--- src/hdl/prqs_ram.sv ---
// ============================================================================
// prqs_ram
// Generic simple dual-port RAM: one write port, one read port with the read
// data registered. Contents are undefined until written.
// ============================================================================
`default_nettype none

module prqs_ram #(
    parameter int WIDTH = 32,
    parameter int DEPTH = 16
) (
    input  wire logic                     clk,
    input  wire logic                     we,
    input  wire logic [$clog2(DEPTH)-1:0] waddr,
    input  wire logic [WIDTH-1:0]         wdata,
    input  wire logic [$clog2(DEPTH)-1:0] raddr,
    output logic      [WIDTH-1:0]         rdata
);

    logic [WIDTH-1:0] mem [DEPTH];

    always_ff @(posedge clk)
    begin
        if (we)
        begin
            mem[waddr] <= wdata;
        end
        rdata <= mem[raddr];
    end

endmodule

`default_nettype wire

--- config.mk ---
export PLATFORM = sky130hd
export DESIGN_NAME = prqs_ram
export DESIGN_NICKNAME = d
export VERILOG_FILES = /design/src/hdl/prqs_ram.sv
export SDC_FILE = /design/constraint.sdc
export NUM_CORES = 1
export LEC_CHECK = 0
export ABC_AREA = 1
export BUFFER_PORTS_ARGS = -buffer_cell sky130_fd_sc_hd__buf_2
export CAP_MARGIN = 30
export CORE_ASPECT_RATIO = 0.7
export CORE_MARGIN = 8
export CORE_UTILIZATION = 55
export DETAILED_ROUTE_END_ITERATION = 7
export PLACE_DENSITY = 0.72
export SLEW_MARGIN = 20
export SYNTH_ARGS = -nofsm -noshare
export SYNTH_HDL_FRONTEND = slang
export SYNTH_SLANG_ARGS = --single-unit
--- constraint.sdc ---
create_clock -name clk -period 3.9 [get_ports clk]
set_input_delay 0 -clock clk [delete_from_list [all_inputs] [get_ports clk]]
set_output_delay 0 -clock clk [all_outputs]
set_load 0.02 [all_outputs]
==> impl_results.md, run 1 <==
* Status: completed
* Switching Share at roughly 22%
* CP startpoint kind: primary input
* GRT Total Usage at between 20% and 30%
* Pwr Density at 474 mW/mm^2
* Syn Std Cell Area at 0.0227 sq mm
* Total die area at roughly 0.048 sq mm
* Sw power at approximately 2.7 mW
* CP endpoint kind: flop
* Layout cells sized above 1 at 8.76%
* Max frequency at between 0.6 and 0.7 GHz
* P_leak at ~11 nW
* DR pass1 iterations at 7
* Synth top area cells: edfxtp_1, nand2_1, nand3_1, inv_1, dfxtp_1
* Setup Skew at between 10 and 15 ps
* Post-synth top area share at 67.6%
* Critical Path RT at approximately 4300 ps
* Clk_lat worst skew at around 570 ps
* Cells after Synth at approximately 2100
* Critical Path AT at about 2100 ps
* Core box area at 0.0409 sq mm
* Grt ovf at 0
* Hold WC Path Type: in -> reg
* Net count, final at roughly 2300
* Post-route ant nets at 0
* Headroom to the max-slew limit at ~32%
* TritonCTS buffer count at 50
* Slew @ Worst Pin at roughly 1000 ps
* Number of cells upsized or downsized after cts at 0
* Post-CTS setup buffer count at 0
* Most common cell after layout, fill and taps aside: nand2_1
* Post-Layout Cell Count at between 2000 and 3000
* Wire per inst at 18.7 um
* Tcrit/Tclk final at a little over two fifths
* DRC violations left at 0
* VDD IR-drop max at between 300 and 400 uV
* Post-route setup TNS at 0 ps
* First-pass GRT wire length at around 81000 um
* Part of the power in combinational logic at around 6.6%
* Hold violation total from the final report at 0
* Vias at ~15000
* Clock buffer depth at 3
* Reg clk slew, reported paths at 60 ps
* Clock network fraction of total power at about 39%
* Fillers at between 3000 and 4000
* Netlist cell types at 15
* Die width at 259 um
* Vias per cell at approximately 5.3
* Leading area contributor after synthesis: edfxtp_1
* Post-Syn Area per Cell at approximately 11 sq um
* Commonest cells after routing, fill and taps aside: nand2_1, edfxtp_1, inv_1
* Register share of total power at ~54%
* Initial Util at a little under three fifths
* Routed WL at between 50000 and 60000 um
* Port bufs at 73
* Die Height at roughly 190 um
* Number of core rows at 62
* Dpl hpwl at 27700 um
* CP Max Fanout at roughly 110
* CTS tree: done
* Synth Register Bits at 544
* Global placement routability congestion at roughly 0.81
* Seq/Total Area, Yosys at 70.5%
* Int Power at roughly 9.4 mW
* Final Max Tran Viols at 0
* WS Path Type: in -> reg
* Root buf cell: clkbuf_16
* Syn_nets at 2162
* Final count of negative-setup-slack endpoints at 0
* Initial antenna violation count at 1
* Unrepaired setup endpoints after global routing: no
* I/O pins at 74
* Cells after DPL at between 2000 and 3000
* Number of global-route vias before repair at ~15000
* Area growth syn-to-layout at 12.5%
* CTS H-tree depth at 2
* Crit path time final at approximately 1600 ps
* Initial DRC Count at between 1500 and 2000
* Ys Warns at 0
* Max_cap viols at 0
* Sink Count at approximately 540
* Largest net degree at the start of global routing at around 150
==> final cells by class <==
cell class / instances / area [sq um] / share of cell area (%)
Sequential cell: 544 / 16000 / 62.6
Multi-Input combinational cell: 1081 / 4670 / 18.3
Inverter: 390 / 1470 / 5.76
Clock buffer: 62 / 1360 / 5.32
Timing Repair Buffer: 141 / 1150 / 4.51
Tap cell: 544 / 681 / 2.66
Clock inverter: 30 / 218 / 0.852
Antenna cell: 1 / 2.50 / 0.00979
==> Yosys cell counts <==
cell type / n
buf_4: 6
edfxtp_1: 512
nand3b_1: 2
nand2_1: 677
clkbuf_1: 14
inv_2: 1
nand3_1: 385
inv_4: 1
inv_1: 388
buf_6: 29
dfxtp_1: 32
buf_12: 1
nor2_1: 17
buf_1: 14
buf_2: 41
==> cells by family after synthesis <==
kind of cell / after synthesis / synth area share (%)
flip-flops: 544 / 70.5
AND/OR/NAND/NOR: 1081 / 20.0
buffers and inverters: 495 / 9.54
==> power groups by stage <==
stage | registers (mW) | logic [mW] | clock network, mW
floorplan | 6.74 | 0.446 | 0
global placement | 6.70 | 0.738 | 0
detailed placement | 6.70 | 0.765 | 0
CTS | 6.58 | 0.798 | 4.81
global route | 6.59 | 0.889 | 5.03
finish | 6.58 | 0.804 | 4.75
==> final timing paths <==
path                                            from                 to  slack [ps]  depth (start not counted)
worst max-delay path                        raddr[0]  rdata[29]$_DFF_P_        2250                          8
worst min-delay path                        raddr[2]   rdata[2]$_DFF_P_          80                          5
worst max register to register  mem[15][9]$_DFFE_PP_   rdata[9]$_DFF_P_        2860                          6
worst min register to register  mem[6][24]$_DFFE_PP_  rdata[24]$_DFF_P_         650                          6
==> worst max-delay path, stage by stage <==
cell and delay [ps]:
clkbuf_8 350, inv_6 660, buf_12 400, nand2_1 110, nand3_1 90, nand3_1 70
nand3_1 140, nand2_1 90
==> registers in the layout (all words and copies together), names as in the netlist <==
signal,flops
rdata,32
mem,512
==> layer usage <==
metal	share of wire, %	vias up	track usage, %
met1	43	7071	29.5
li1	-	7018	-
met4	2.5	0	7.09
met2	47	566	35.4
met3	7.4	97	3.94
met5	0	-	0
==> stage by stage <==
stage               util (%)  total power [mW]  cell area, sq um  hold WS (ps)  worst slack, ps
global route            62.5              12.5             25600          93.5             2120
global placement        57.4              7.44             23500           385             1730
detailed placement      57.6              7.47             23500           392             1720
floorplan                  -              7.19             22700          98.9             1910
CTS                     62.3              12.2             25500          48.4             2300
finish                  62.5              12.1             25600          76.9             2250
==> what timing repair did <==
item	4_1_cts	5_1_grt
setup endpoints to repair	0	0
hold buffers	33	0
hold endpoints to repair	519	0
Power figures use the tool's default switching activity.
==> run 2: changes to the inputs <==
PLACE_DENSITY = 0.75   (was 0.72)
clock period = 1.45 ns   (was 3.9 ns; I/O delays follow)
==> impl_results.md, run 2 (synthesis gave the netlist of run 1 again) <==
* Crit. Startpoint: raddr[0]
* Cells after DPL at 2682 (+0.71%)
* Int Power at 25.5 mW (+170%)
* Die width at 259 um (unchanged)
* CP startpoint kind: primary input
* Met3 wire len at 4420 um (+15%)
* Status: completed
* Pwr Density at 1260 mW/mm^2 (+170%)
* Critical Path AT at 1790 ps (-300 ps)
* Post-Layout Cell Count at 2805 (+0.43%)
* Initial antenna violation count at 3 (+2)
* Antenna diodes at 0 (-1)
* TritonCTS buffer count at 49 (-2.0%)
* Max frequency at about 0.75 GHz
* Reg2Reg Depth at 6 (unchanged)
* Headroom to the max-slew limit at 72.6% (+40 points)
* Clock network fraction of total power at 39.0% (-0.2 points)
* Final Util at 63.4% (+0.87 points)
* DRC violations left at 0 (unchanged)
* RR Startpoint: mem[14][18]$_DFFE_PP_
* CP endpoint kind: flop
* Finished Cell Area at 0.0259 sq mm (+1.4%)
* Setup Skew at 8.28 ps (-5.92 ps)
* Total die area at 0.0482 sq mm (unchanged)
* Initial Util at 55.6% (unchanged)
* Reg clk slew, reported paths at 60 ps (about the same)
* Die Height at 186 um (unchanged)
* Metal2 WL at 24400 um (+0.29%)
* Max_cap viols at 0 (unchanged)
* Top Registers: mem: 512 flops, rdata: 32 flops
* Area after DPL at 0.0240 sq mm (+2.0%)
* Area growth syn-to-layout at 14.0%
* Hold WC Path Type: in -> reg
* GRT Total Usage at 21.7% (-0.057 points)
* Clock buffer depth at 3 (unchanged)
* Net count, final at 2265 (+0.67%)
* Port bufs at 73 (unchanged)
* Largest register by flop count: mem
* Part of the power in combinational logic at 6.9% (+0.3 points)
* I/O pins at 74 (unchanged)
* Global placement routability congestion at 0.791 (-2.1%)
* Number of global-route vias before repair at 14700 (+1.1%)
* Hold violation total from the final report at 0 (unchanged)
* Slew @ Worst Pin at 410 ps (-602 ps)
* Routed WL at 51600 um (-0.94%)
* Commonest cells after routing, fill and taps aside: nand2_1, edfxtp_1, inv_1
* Number of core rows at 62 (unchanged)
* Tcrit/Tclk final at approximately nine tenths
* Dpl hpwl at 28200 um (+2.0%)
* Switching Share at 21.9% (-0.33 points)
* Setup crit end: rdata[18]$_DFF_P_
* Core box area at 0.0409 sq mm (unchanged)
* Grt ovf at 0 (unchanged)
* DR pass1 iterations at 5 (-2)
* Max reg flops at 512 (unchanged)
* Vias at 14800 (+0.39%)
* Sw power at 7.15 mW (+170%)
* First-pass GRT wire length at 81300 um (-0.14%)
* CTS tree: done
* Clk_lat worst skew at 570 ps (about the same)
* Root buf cell: clkbuf_16
* R2R Setup Slk at 360 ps (-2500 ps)
* WL met1 at 21500 um (-4.8%)
* Final Max Tran Viols at 0 (unchanged)
* Top Layer Used: met5
* Register share of total power at 54.1% (about the same)
* Post-route ant nets at 0 (unchanged)
* FF-to-FF End: rdata[18]$_DFF_P_
* Final count of negative-setup-slack endpoints at 0 (unchanged)
* CTS H-tree depth at 2 (unchanged)
* Vias per cell at 5.28 (about the same)
* VDD IR-drop max at 889 uV (+140%)
* Largest net degree at the start of global routing at 83 (-46%)
* Wire per inst at 18.4 um (-1.4%)
* Post-CTS setup buffer count at 0 (unchanged)
* Hold slack at 105 ps (+27.6 ps)
* Layout cells sized above 1 at 9.42% (+0.66 points)
* Unrepaired setup endpoints after global routing: no
* Critical Path RT at 1910 ps (-2430 ps)
* Sink Count at 544 (unchanged)
* Initial DRC Count at 1463 (-13%)
* CP Max Fanout at 42 (-60%)
* Crit path time final at between 1000 and 1500 ps
* Most common cell after layout, fill and taps aside: nand2_1
* WS Path Type: in -> reg
* P_leak at 11.0 nW (+1.3%)
-- run 2: cell types whose count changed in the layout (fill, tap and decap cells not counted), moves of 2 or more --
cell | before | now
clkinv_1 | 14 | 9
clkbuf_16 | 53 | 49
buf_12 | 5 | 34
buf_4 | 25 | 17
clkbuf_8 | 1 | 7
buf_16 | 6 | 0
clkinvlp_4 | 2 | 0
-- run 2: layout make-up --
type | instances | area (sq um)
multi-input combinational | 1081 | 4670
fill | 3011 | 15000
tap | 544 | 681
timing repair buffer | 157 | 1520
inverter | 390 | 1470
clock buffer | 66 | 1360
sequential | 544 | 16000
clock inverter | 23 | 211
-- run 2: through the flow --
stage          setup WS, ps  power, mW  setup TNS, ps
3_5_place_dp            159       20.2              0
4_1_cts                 169       32.9              0
3_3_place_gp            178       20.1              0
2_1_floorplan         -83.1       19.3         -31680
6_report                123       32.7              0
5_1_grt                54.8       33.8              0
-- run 2: worst min-delay path by stage --
stage	start	endpoint	slack [ps]	depth (start not counted)
after floorplan	wdata[0]	mem[0][0]$_DFFE_PP_	100	0
after global placement	wdata[26]	mem[11][26]$_DFFE_PP_	380	1
after detailed placement	wdata[26]	mem[10][26]$_DFFE_PP_	390	1
after CTS	raddr[2]	rdata[3]$_DFF_P_	70	5
after global routing	raddr[1]	rdata[25]$_DFF_P_	110	7
final	raddr[2]	rdata[3]$_DFF_P_	100	5
-- run 2: worst max-delay path: stages --
cell and delay (ps):
dlygate4sd3_1 550, buf_6 180, inv_6 180, buf_12 230, nand2_1 100, nand3_1 100, nand3_1 180, nand3_1 150
nand2_1 60
-- run 2: what timing repair did --
| action | in CTS | in global routing |
|---|---|---|
| resized for setup | 0 | 0 |
| hold endpoints to repair | 518 | 0 |
| hold buffers | 34 | 0 |
-- run 2: routing by layer --
| metal | GRT usage (%) | vias up |
|---|---|---|
| met2 | 36.2 | 620 |
| met3 | 3.75 | 103 |
| li1 | - | 7040 |
| met1 | 28.9 | 7041 |
| met4 | 6.85 | 6 |
| met5 | 0 | - |
-- run 2: power groups by stage --
| stage | registers, mW | logic (mW) | clock network (mW) |
|---|---|---|---|
| after floorplan | 18.1 | 1.21 | 0 |
| after detailed placement | 18.0 | 2.18 | 0 |
| after CTS | 17.7 | 2.27 | 13.0 |
| after global placement | 18.0 | 2.12 | 0 |
| final | 17.7 | 2.26 | 12.8 |
| after global routing | 17.7 | 2.49 | 13.6 |
